File: src/rtl/assert_macros.svh
// Shared assertion forms for the congestion window block.
`ifndef ASSERT_MACROS_SVH
`define ASSERT_MACROS_SVH

// The consequent must hold in the same cycle as the antecedent.
`define TCPR_ASSERT_IMP(lbl, clk, rst, ante, cons) \
  lbl: assert property (@(posedge clk) disable iff (rst) (ante) |-> (cons)) \
    else $error("tcpr: same-cycle check failed");

// The consequent must hold in the cycle after the antecedent.
`define TCPR_ASSERT_NXT(lbl, clk, rst, ante, cons) \
  lbl: assert property (@(posedge clk) disable iff (rst) (ante) |=> (cons)) \
    else $error("tcpr: next-cycle check failed");

`endif

File: src/rtl/tcpr_pkg.sv
`timescale 1ns / 1ps

package tcpr_pkg;

  typedef enum logic [1:0] {
    ST_IDLE,
    ST_DECIDE,
    ST_DIVIDE,
    ST_EMIT
  } state_t;

  localparam logic [1:0] KIND_NEW     = 2'd0;
  localparam logic [1:0] KIND_STALE   = 2'd1;
  localparam logic [1:0] KIND_DUP     = 2'd2;
  localparam logic [1:0] KIND_TIMEOUT = 2'd3;

  localparam logic [1:0] PH_SLOW_START = 2'd0;
  localparam logic [1:0] PH_AVOID      = 2'd1;
  localparam logic [1:0] PH_RECOVERY   = 2'd2;

  localparam logic [1:0] REG_INIT_THR  = 2'd0;
  localparam logic [1:0] REG_INIT_WIN  = 2'd1;
  localparam logic [1:0] REG_DUP_LIMIT = 2'd2;

  localparam logic [15:0] RESET_THRESHOLD = 16'd64;
  localparam logic [15:0] RESET_WINDOW    = 16'd1;
  localparam logic [3:0]  RESET_DUP_LIMIT = 4'd3;
  localparam logic [3:0]  DUP_MAX         = 4'd15;
  localparam logic [16:0] RECOVERY_BUMP   = 17'd3;

  function automatic logic [31:0] sat32(input logic [63:0] v);
    sat32 = (|v[63:32]) ? 32'hFFFF_FFFF : v[31:0];
  endfunction

endpackage

File: src/rtl/tcpr_div.sv
`timescale 1ns / 1ps

module tcpr_div #(
  parameter int QW = 33
) (
  input  logic          clk,
  input  logic          rst,
  input  logic          start,
  input  logic [31:0]   divisor,
  output logic          done,
  output logic [QW-1:0] quotient
);

  localparam int CW = $clog2(QW + 1);

  logic          busy;
  logic [CW-1:0] cnt;
  logic [31:0]   rem;
  logic [31:0]   dsr;
  logic [QW-1:0] quo;
  logic [32:0]   trial;
  logic [32:0]   diff;
  logic          ge;

  // The dividend is a single one at bit QW-1, so only the first step shifts in a one.
  assign trial = {rem, (cnt == CW'(QW))};
  assign diff  = trial - {1'b0, dsr};
  assign ge    = trial >= {1'b0, dsr};

  always_ff @(posedge clk) begin
    if (rst) begin
      busy <= 1'b0;
      done <= 1'b0;
      cnt  <= '0;
    end else begin
      done <= 1'b0;
      if (start) begin
        busy <= 1'b1;
        cnt  <= CW'(QW);
      end else if (busy) begin
        cnt <= cnt - CW'(1);
        if (cnt == CW'(1)) begin
          busy <= 1'b0;
          done <= 1'b1;
        end
      end
    end
  end

  always_ff @(posedge clk) begin
    if (start) begin
      rem <= '0;
      quo <= '0;
      dsr <= divisor;
    end else if (busy) begin
      rem <= ge ? diff[31:0] : trial[31:0];
      quo <= {quo[QW-2:0], ge};
    end
  end

  assign quotient = quo;

endmodule

File: src/rtl/tcp_reno_congestion_window.sv
// Channel  | Direction | Beat contents
// item     | in        | cmd, ack_number
// result   | out       | window_q16, threshold, phase, ack_kind, window_base
// apb      | in/out    | register writes and reads, byte address 4*index
//
// A timeout, slow start ack, duplicate or stale ack passes from accept through
// ST_DECIDE to ST_EMIT. A congestion avoidance ack also waits in ST_DIVIDE for
// the bit-serial restoring divider that forms the 1/window increment.
// The block takes one item at a time; item_stall is high from accept until the
// result is loaded into the output register, which may still hold the previous beat.
// Reset is synchronous and loads the register defaults into the window state.
`timescale 1ns / 1ps
`include "assert_macros.svh"

module tcp_reno_congestion_window #(
  parameter int FRAC_BITS = 16
) (
  input  logic        clk,
  input  logic        rst,
  input  logic        item_valid,
  output logic        item_stall,
  input  logic        cmd,
  input  logic [30:0] ack_number,
  output logic        result_valid,
  input  logic        result_stall,
  output logic [31:0] window_q16,
  output logic [15:0] threshold,
  output logic [1:0]  phase,
  output logic [1:0]  ack_kind,
  output logic [30:0] window_base,
  input  logic        psel,
  input  logic        penable,
  input  logic        pwrite,
  input  logic [3:0]  paddr,
  input  logic [31:0] pwdata,
  output logic [31:0] prdata,
  output logic        pready
);

  localparam int QW = 2 * FRAC_BITS + 1;
  localparam logic [63:0] ONE_Q = 64'd1 << FRAC_BITS;

  tcpr_pkg::state_t state, state_next;

  logic [15:0] init_thr;
  logic [15:0] init_win;
  logic [3:0]  dup_limit;

  logic [31:0] window;
  logic [15:0] ss_thr;
  logic [30:0] base_seq;
  logic [3:0]  dup_count;
  logic [1:0]  phase_reg;
  logic [1:0]  kind_r;
  logic        cmd_r;
  logic [30:0] ack_r;

  logic          cfg_write;
  logic          div_start;
  logic          div_done;
  logic [QW-1:0] div_quo;
  logic          load_out;
  logic          out_free;

  logic [31:0] half_raw;
  logic [15:0] half;
  logic        in_slow_start;
  logic        is_new;
  logic        is_stale;
  logic [3:0]  dup_inc;
  logic [31:0] win_plus_one;
  logic [31:0] win_recover;
  logic [31:0] win_div;
  logic [31:0] cfg_win;
  logic [31:0] divisor;

  assign pready    = 1'b1;
  assign cfg_write = psel & penable & pwrite & pready;

  always_comb begin
    case (paddr[3:2])
      tcpr_pkg::REG_INIT_THR:  prdata = {16'd0, init_thr};
      tcpr_pkg::REG_INIT_WIN:  prdata = {16'd0, init_win};
      tcpr_pkg::REG_DUP_LIMIT: prdata = {28'd0, dup_limit};
      default:                 prdata = 32'd0;
    endcase
  end

  assign half_raw      = window >> (FRAC_BITS + 1);
  assign half          = (|half_raw[31:16]) ? 16'hFFFF : half_raw[15:0];
  assign in_slow_start = {32'd0, window} < ({48'd0, ss_thr} << FRAC_BITS);
  assign is_new        = ack_r >= base_seq;
  assign is_stale      = ack_r < (base_seq - 31'd1);
  assign dup_inc       = (dup_count == tcpr_pkg::DUP_MAX) ? dup_count : dup_count + 4'd1;
  assign win_plus_one  = tcpr_pkg::sat32({32'd0, window} + ONE_Q);
  assign win_recover   = tcpr_pkg::sat32(
                           {47'd0, {1'b0, half} + tcpr_pkg::RECOVERY_BUMP} << FRAC_BITS);
  assign win_div       = tcpr_pkg::sat32({32'd0, window} + {{(64-QW){1'b0}}, div_quo});
  assign cfg_win       = tcpr_pkg::sat32({48'd0, pwdata[15:0]} << FRAC_BITS);
  assign divisor       = (window == 32'd0) ? 32'd1 : window;
  assign out_free      = !result_valid || !result_stall;

  tcpr_div #(
    .QW(QW)
  ) u_div (
    .clk      (clk),
    .rst      (rst),
    .start    (div_start),
    .divisor  (divisor),
    .done     (div_done),
    .quotient (div_quo)
  );

  always_comb begin
    state_next = state;
    case (state)
      tcpr_pkg::ST_IDLE:   if (item_valid) state_next = tcpr_pkg::ST_DECIDE;
      tcpr_pkg::ST_DECIDE: begin
        if (!cmd_r && is_new && !in_slow_start) begin
          state_next = tcpr_pkg::ST_DIVIDE;
        end else begin
          state_next = tcpr_pkg::ST_EMIT;
        end
      end
      tcpr_pkg::ST_DIVIDE: if (div_done) state_next = tcpr_pkg::ST_EMIT;
      tcpr_pkg::ST_EMIT:   if (out_free) state_next = tcpr_pkg::ST_IDLE;
      default:             state_next = tcpr_pkg::ST_IDLE;
    endcase
  end

  always_comb begin
    item_stall = 1'b1;
    div_start  = 1'b0;
    load_out   = 1'b0;
    case (state)
      tcpr_pkg::ST_IDLE:   item_stall = 1'b0;
      tcpr_pkg::ST_DECIDE: div_start  = !cmd_r && is_new && !in_slow_start;
      tcpr_pkg::ST_DIVIDE: item_stall = 1'b1;
      tcpr_pkg::ST_EMIT:   load_out   = out_free;
      default:             item_stall = 1'b1;
    endcase
  end

  always_ff @(posedge clk) begin
    if (rst) begin
      state <= tcpr_pkg::ST_IDLE;
    end else begin
      state <= state_next;
    end
  end

  always_ff @(posedge clk) begin
    if (rst) begin
      init_thr  <= tcpr_pkg::RESET_THRESHOLD;
      init_win  <= tcpr_pkg::RESET_WINDOW;
      dup_limit <= tcpr_pkg::RESET_DUP_LIMIT;
      ss_thr    <= tcpr_pkg::RESET_THRESHOLD;
      window    <= tcpr_pkg::sat32({48'd0, tcpr_pkg::RESET_WINDOW} << FRAC_BITS);
      base_seq  <= '0;
      dup_count <= '0;
      phase_reg <= tcpr_pkg::PH_SLOW_START;
    end else begin
      if (cfg_write) begin
        case (paddr[3:2])
          tcpr_pkg::REG_INIT_THR: begin
            init_thr <= pwdata[15:0];
            ss_thr   <= pwdata[15:0];
          end
          tcpr_pkg::REG_INIT_WIN: begin
            init_win <= pwdata[15:0];
            window   <= cfg_win;
          end
          tcpr_pkg::REG_DUP_LIMIT: dup_limit <= pwdata[3:0];
          default: ;
        endcase
      end
      if (state == tcpr_pkg::ST_DECIDE) begin
        if (cmd_r) begin
          ss_thr    <= half;
          window    <= ONE_Q[31:0];
          dup_count <= '0;
          phase_reg <= tcpr_pkg::PH_SLOW_START;
        end else if (is_new) begin
          if (in_slow_start) begin
            window    <= win_plus_one;
            phase_reg <= tcpr_pkg::PH_SLOW_START;
            dup_count <= '0;
            base_seq  <= ack_r;
          end
        end else if (!is_stale) begin
          dup_count <= dup_inc;
          if (dup_inc == dup_limit) begin
            ss_thr    <= half;
            window    <= win_recover;
            phase_reg <= tcpr_pkg::PH_RECOVERY;
          end else if (dup_inc > dup_limit) begin
            window <= win_plus_one;
          end
        end
      end
      if (state == tcpr_pkg::ST_DIVIDE && div_done) begin
        window    <= win_div;
        phase_reg <= tcpr_pkg::PH_AVOID;
        dup_count <= '0;
        base_seq  <= ack_r;
      end
    end
  end

  always_ff @(posedge clk) begin
    if (state == tcpr_pkg::ST_IDLE && item_valid) begin
      cmd_r <= cmd;
      ack_r <= ack_number;
    end
    if (state == tcpr_pkg::ST_DECIDE) begin
      if (cmd_r) begin
        kind_r <= tcpr_pkg::KIND_TIMEOUT;
      end else if (is_new) begin
        kind_r <= tcpr_pkg::KIND_NEW;
      end else if (is_stale) begin
        kind_r <= tcpr_pkg::KIND_STALE;
      end else begin
        kind_r <= tcpr_pkg::KIND_DUP;
      end
    end
  end

  always_ff @(posedge clk) begin
    if (rst) begin
      result_valid <= 1'b0;
    end else if (load_out) begin
      result_valid <= 1'b1;
    end else if (!result_stall) begin
      result_valid <= 1'b0;
    end
  end

  always_ff @(posedge clk) begin
    if (load_out) begin
      window_q16  <= window;
      threshold   <= ss_thr;
      phase       <= phase_reg;
      ack_kind    <= kind_r;
      window_base <= base_seq;
    end
  end

  // The divider only finishes while the sequencer waits for it.
  `TCPR_ASSERT_IMP(a_div_done_in_divide, clk, rst, div_done, state == tcpr_pkg::ST_DIVIDE)
  // A timeout leaves exactly one packet in the window.
  `TCPR_ASSERT_NXT(a_timeout_window, clk, rst, state == tcpr_pkg::ST_DECIDE && cmd_r,
                   window == ONE_Q[31:0])
  // A finished result is always presented in the following cycle.
  `TCPR_ASSERT_NXT(a_emit_presents, clk, rst, load_out, result_valid)

endmodule

File: config.mk
export PLATFORM = sky130hd
export DESIGN_NAME = tcp_reno_congestion_window
export DESIGN_NICKNAME = d
export VERILOG_FILES = /design/src/rtl/tcpr_pkg.sv /design/src/rtl/tcpr_div.sv /design/src/rtl/tcp_reno_congestion_window.sv
export VERILOG_INCLUDE_DIRS = /design/src /design/src/rtl
export SDC_FILE = /design/constraint.sdc
export NUM_CORES = 1
export LEC_CHECK = 0
export BUFFER_PORTS_ARGS = -buffer_cell sky130_fd_sc_hd__buf_2
export CAP_MARGIN = 0
export CORE_MARGIN = 2
export CORE_UTILIZATION = 40
export CTS_BUF_LIST = sky130_fd_sc_hd__clkbuf_4
export DETAILED_ROUTE_END_ITERATION = 8
export GPL_TIMING_DRIVEN = 0
export SYNTH_ARGS = -nofsm -noshare
export SYNTH_HDL_FRONTEND = slang
export SYNTH_SLANG_ARGS = --single-unit
export TNS_END_PERCENT = 50
File: constraint.sdc
create_clock -name clk -period 9.2 [get_ports clk]
set_input_delay 1.38 -clock clk [delete_from_list [all_inputs] [get_ports clk]]
set_output_delay 1.38 -clock clk [all_outputs]
set_load 0.05 [all_outputs]
==> results.yml, run 1 <==
synthesis:
  netlist_instances: 2258
  ys.warnings.count: 0
  synth_top_family_by_area: "compound AO/OA/AOI/OAI gates"
  synth.distinct_cells: 98
  synth_flop_cell: "dfxtp_1"
  yosysSeqAreaShare_pct: 40.55
  synth_adder_area_share_pct: 9.716
  ys_ff_latch: 346
  netlist_area_um2: 20760
  synth-simple-area-share_pct: 13.97
  synth_xor_area_share_pct: 4.599
  synth.avg_cell_area_um2: 9.193
  synth_compound_area_share_pct: 20.85
  synth-async-reset-ratio_pct: 0
  synth.mux.area_fraction_pct: 4.298
  synth_edf_count: 149
power:
  p_per_area_nw_per_um2: 339.3
  power_w: 0.008110
  vdd_drop_max_mv: 0.2005
  share_comb_of_total_power_pct: 52.4
  leakage_nw: 9.925
  p_sw_w: 0.003645
  swShare_pct: 44.95
  seqPwrFrac_pct: 28.2
  p_clk_share_pct: 19.4
  intPower_w: 0.004465
routing:
  vias: 18030
  drt_wl_total_mm: 64.90
  wl_met2_mm: 30.57
  drc: 0
  drtIter0Drc: 1142
  met1_length_mm: 28.78
  vias_per_cell: 5.480
  antenna_left: 0
  wl_met3_mm: 3.683
  dr.max_layer_used: "met4"
  wire_per_inst_um: 19.73
  drt_pass1_iterations: 5
place:
  pre_cts_slack_ns: 2.878
  gp_congestion: 0.9418
  dpl.hpwl_mm: 48.34
  portBuffers: 156
timing:
  finClkSkew_ns: 0.06204
  hold_viol_final: 0
  tightest_slew_ns: 1.194
  setup_viol: 0
  slew_headroom_pct: 20.37
  clock.fmax_mhz: 157.5
  min_period_ns: 6.348
  setup_slack_ns: 2.852
  holdWs_ns: 0.4286
  report.final.slew_viol_count: 0
  fin_crit_sh_pct: 69.00
  rsz0062_at_grt: "false"
min_path:
  hold_class: "reg -> reg"
  hp-start: "kind_r[0]"
  worstHoldEndpoint: "ack_kind[0]"
  worstHoldPathCells: 0
grt:
  grt_max_degree: 42
  grt-ovfl-total: 0
  antenna_found_initial: 2
  track_usage_pct: 24.00
  grt_pass1_vias: 17990
  grt_pass1_wl_mm: 100.5
run_status:
  status: "complete, no violations"
cells_and_area:
  drive_gt1_share_pct: 16.84
  nFillCells: 5012
  layout_common_cells: "254 x nand2_1, 213 x a21oi_1, 197 x dfxtp_1"
  regArea_um2: 8418
  multiInputGateArea_um2: 11170
  final_common_cell: "nand2_1"
  fin_nets: 2764
  area_delta_synth_final_pct: 15.13
  largest_register_ff_count: 33
critical_path:
  rr_endpoint: "window[27]"
  r2r_start: "base_seq[0]"
  cp-end-kind: "flip-flop"
  worstSetupPathType: "reg -> reg"
  setup.worst_path.start: "base_seq[0]"
  crit_path_max_fanout: 10
  reg2reg_depth: 22
  cp-start-kind: "flip-flop"
  worst_ep_arrival_time_ns: 7.03
  reg2reg_slack_ns: 2.85
  required_ns: 9.89
flow_run:
  maxCapViolCount: 0
die:
  core_area_um2: 51300
  rows: 83
  die_h_um: 231.8
  ioPinCount: 193
  die_area_um2: 53740
  initial_core_util_pct: 40.46
  die_width_um: 231.8
clocking:
  cts_resized: 0
  cts.htree.levels: 3
  clockRootBuffer: "clkbuf_4"
  post-cts-setup-buffers: 0
  clock_sinks: 346
  cts_made_buffers: 95
  clk_pin_slew_worst_paths_ns: 0.07
  clk_latency_ns: 0.88
  cts_tree: "yes"
  cts-hold-fix-buffers: 0
  cts_buffer_depth: 3
critical path, cell delays in order, from the launching register on:
cell,delay [ns]
dfxtp_1,0.35
inv_1,0.10
ha_1,0.24
nand4_1,0.19
nor3_1,0.30
nand2_1,0.14
nor4_1,0.86
nand4_1,0.35
nor4_1,0.37
xnor2_1,0.12
ha_1,0.31
nand4_1,0.13
nor4_1,0.37
o21ai_1,0.11
a21oi_1,0.25
nor3b_2,0.14
a211oi_2,0.56
buf_2,0.37
buf_2,0.30
o2111ai_1,0.16
o21a_1,0.15
a22oi_1,0.20
o31ai_1,0.11
routing by layer:
metal  up-vias  GRT usage (%)
met1      8607          31.42
met4         0          8.574
li1       8713              -
met3       141          4.445
met2       568          39.52
met5         -              0
synth_stat cells (17+ instances only):
master    count  area, um^2
a21o_1       61       457.9
xor2_1       39       341.6
o211ai_1     19       142.6
buf_2        34       170.2
buf_4        23       172.7
a211oi_1     25       187.7
nand3_1      41       205.2
nand2_1     254       953.4
mux2i_1      82       820.8
nor2_1      181       679.4
o22ai_1      17       106.4
a21boi_0     30       225.2
a21oi_1     213        1066
inv_1       125       469.2
nor3_1       34       170.2
nand4_1      29       181.4
ha_1        158        1977
edfxtp_1    149        4474
nor4_1       19       118.9
xnor2_1      70       613.1
o21ai_0      89       445.4
clkbuf_1    100       375.4
dfxtp_1     197        3944
power by group through the flow:
| stage | clock network [W] | registers (W) | logic, W |
|---|---|---|---|
| after floorplan | 0 | 0.00232 | 0.00305 |
| after CTS | 0.00162 | 0.00228 | 0.00422 |
| final | 0.00158 | 0.00228 | 0.00425 |
| after global placement | 0 | 0.00233 | 0.00410 |
| after global routing | 0.00169 | 0.00232 | 0.00468 |
| after detailed placement | 0 | 0.00231 | 0.00418 |
worst max-delay path by stage:
stage / to / slack, ns
floorplan: ack_kind[0] / 1.14
global placement: window_q16[23] / -3.02
detailed placement: window[27] / 2.88
CTS: window[27] / 2.80
global route: window[27] / 2.27
finish: window[27] / 2.85
per-stage QoR:
step           setup TNS (ns)  cell area (um^2)  instances  utilization [%]
6_report                    0             23900       3290            46.59
5_1_grt                     0             23900       3289            46.58
4_1_cts                     0             23890       3287            46.57
3_5_place_dp                0             22530       3112            43.91
3_3_place_gp          -249.67             22450       3109            43.75
2_1_floorplan               0             20820       2273                -
cells by family (layout without fill, tap and decap cells):
kind of cell               after synthesis  count (layout)
AOI/OAI and AO/OA                      624             624
xor gates and xnor gates               109             109
adders and majority gates              160             160
buffers and inverters                  290             624
DFF                                    346             346
muxes                                   88              88
other                                    2              20
and+or+nand+nor                        639             639
area by class of cell:
| class | instances | area share [%] |
|---|---|---|
| flip-flops and latches | 346 | 35.22 |
| multi-input cells | 1637 | 46.73 |
| repair buffers | 159 | 3.550 |
| inverters | 126 | 1.979 |
| plain buffers | 164 | 3.220 |
| well taps | 680 | 3.560 |
| clock buffers | 150 | 4.712 |
| clock inverters | 25 | 0.9999 |
| diodes | 3 | 0.03141 |
No activity file was read; power rests on OpenSTA's default activity.
==> run 2, diff against run 1 <==
Clock period 9.2 ns to 5.3 ns, I/O delays scaled along.
==> run 2 against run 1 <==
- design area is 0.18% higher
- critical path depth is 2 higher
- cell count is 0.36% higher
- critical endpoint unchanged
- largest cell class unchanged
- sequential power is 75% higher
- die area stayed put
- wire length is 1.2% higher
- hold slack worse by 0.31 ns
- clock skew is 0.0079 ns lower
- via count is 0.60% higher
- sequential share of layout area is 0.063 points lower
- largest power group unchanged
- highest routed layer unchanged
- clock-buffer cell count is 6 lower
==> results.yml, run 2 (synthesized netlist as in run 1, its figures left out) <==
grt:
  grt_pass1_wl_mm: 100.8
  grt-ovfl-total: 0
  track_usage_pct: 24.22
  grt_pass1_vias: 17890
  antenna_found_initial: 2
  grt_max_degree: 42
routing:
  vias: 18140
  wire_per_inst_um: 19.90
  drt_wl_total_mm: 65.70
  drtIter0Drc: 1141
  vias_per_cell: 5.493
  antenna_left: 0
  drc: 0
  drt_pass1_iterations: 5
cells_and_area:
  fin_nets: 2772
  area_delta_synth_final_pct: 15.33
  drive_gt1_share_pct: 17.00
  layout_common_cells: "254 x nand2_1, 212 x a21oi_1, 197 x dfxtp_1"
  final_common_cell: "nand2_1"
  largest_register_ff_count: 33
  utilization_pct: 46.67
  final_area_um2: 23940
critical_path:
  crit_path_max_fanout: 10
  setup.worst_path.start: "base_seq[0]"
  worst_ep_arrival_time_ns: 5.71
  cp-end-kind: "flip-flop"
  cp-start-kind: "flip-flop"
  worstSetupPathType: "reg -> reg"
  r2r_start: "base_seq[0]"
  required_ns: 5.97
power:
  leakage_nw: 9.923
  p_per_area_nw_per_um2: 590.1
  vdd_drop_max_mv: 0.3287
  power_w: 0.01413
clocking:
  clk_latency_ns: 0.86
  clockRootBuffer: "clkbuf_4"
  clk_pin_slew_worst_paths_ns: 0.07
  cts_tree: "yes"
  cts.htree.levels: 3
  cts-hold-fix-buffers: 0
  cts_buffer_depth: 3
  cts_made_buffers: 96
  clock_sinks: 346
die:
  rows: 83
  die_h_um: 231.8
  initial_core_util_pct: 40.46
  die_width_um: 231.8
  die_area_um2: 53740
  ioPinCount: 193
  core_area_um2: 51300
place:
  portBuffers: 156
  placed_cell_area_um2: 22530
  pre_cts_slack_ns: -1.062
  gp_congestion: 0.9158
  dpl.hpwl_mm: 49.17
min_path:
  hp-start: "ack_number[9]"
  hold_class: "in -> reg"
timing:
  setup_viol: 0
  tightest_slew_ns: 1.182
  min_period_ns: 5.038
  slew_headroom_pct: 21.22
  holdWs_ns: 0.1155
  report.final.slew_viol_count: 0
  setup_slack_ns: 0.2620
  fin_crit_sh_pct: 95.06
  finClkSkew_ns: 0.05417
  hold_viol_final: 0
  clock.fmax_mhz: 198.5
flow_run:
  maxCapViolCount: 0
run_status:
  status: "complete, no violations"
## run 2: changes by cell type in the layout (fill, tap and decap cells not counted), sizes merged
| cell | delta |
|---|---|
| diode | +1 |
| bufinv | -3 |
| inv | +1 |
| clkbuf | -5 |
| buf | +6 |
| clkinv | +12 |
## run 2: stage by stage
stage | TNS [ns] | cells
floorplan | 0 | 2273
global route | -0.8068 | 3302
detailed placement | -29.36 | 3112
global placement | -260.63 | 3109
CTS | 0 | 3296
finish | 0 | 3302
## run 2: path summary, 6_finish.rpt
check                end  slack [ns]  cells after the start
max           window[27]        0.26                     24
min             ack_r[9]        0.12                      1
max reg2reg   window[27]        0.26                     24
min reg2reg  ack_kind[0]        0.45                      0
## run 2: power by group
| group | internal [W] | total [W] | switching [W] | leakage (nW) |
|---|---|---|---|---|
| clock | 0.00135 | 0.00253 | 0.00118 | 0.763 |
| sequential | 0.00340 | 0.00398 | 0.000576 | 2.99 |
| combinational | 0.00297 | 0.00763 | 0.00465 | 6.17 |
| total | 0.00772 | 0.0141 | 0.00641 | 9.92 |
## run 2: final cells by class
cell class / instances / area [um^2]
Tap cell: 680 / 850.8
Fill cell: 5028 / 27360
Buffer: 164 / 774.5
Clock inverter: 35 / 205.2
Timing Repair Buffer: 166 / 900.9
Inverter: 126 / 473.0
Antenna cell: 4 / 10.01
Clock buffer: 144 / 1081
Sequential cell: 346 / 8418
Multi-Input combinational cell: 1637 / 11230
## run 2: worst max-delay path, stage by stage, from the launching register on
cell,delay [ns]
dfxtp_1,0.35
inv_1,0.10
ha_1,0.22
nand4_1,0.20
nor3_2,0.21
nand2_1,0.16
nor4_4,0.23
buf_4,0.18
nand4_1,0.16
buf_4,0.20
nor2_1,0.10
xnor2_1,0.08
ha_1,0.31
nand4_1,0.18
nor4_2,0.35
o21ai_1,0.14
a21oi_2,0.18
nor3b_2,0.12
a211oi_4,0.25
buf_4,0.26
clkbuf_4,0.24
o2111ai_1,0.14
o21a_1,0.16
a22oi_1,0.26
o31ai_1,0.12
## run 2: repair_timing
| action | 4_1_cts | 5_1_grt |
|---|---|---|
| setup endpoints to repair | 53 | 46 |
| pin swaps | 3 | 1 |
| resized for setup | 7 | 9 |
| buffers inserted | 5 | 2 |
## run 2: routing by layer
layer	up-vias	wire length, um	part of all wire (%)	GRT usage [%]
met5	-	0	0	0
met4	0	1293	2.0	7.111
met3	103	3498	5.3	4.347
met2	517	31610	48	40.83
met1	8770	29300	45	31.60
li1	8747	-	-	-
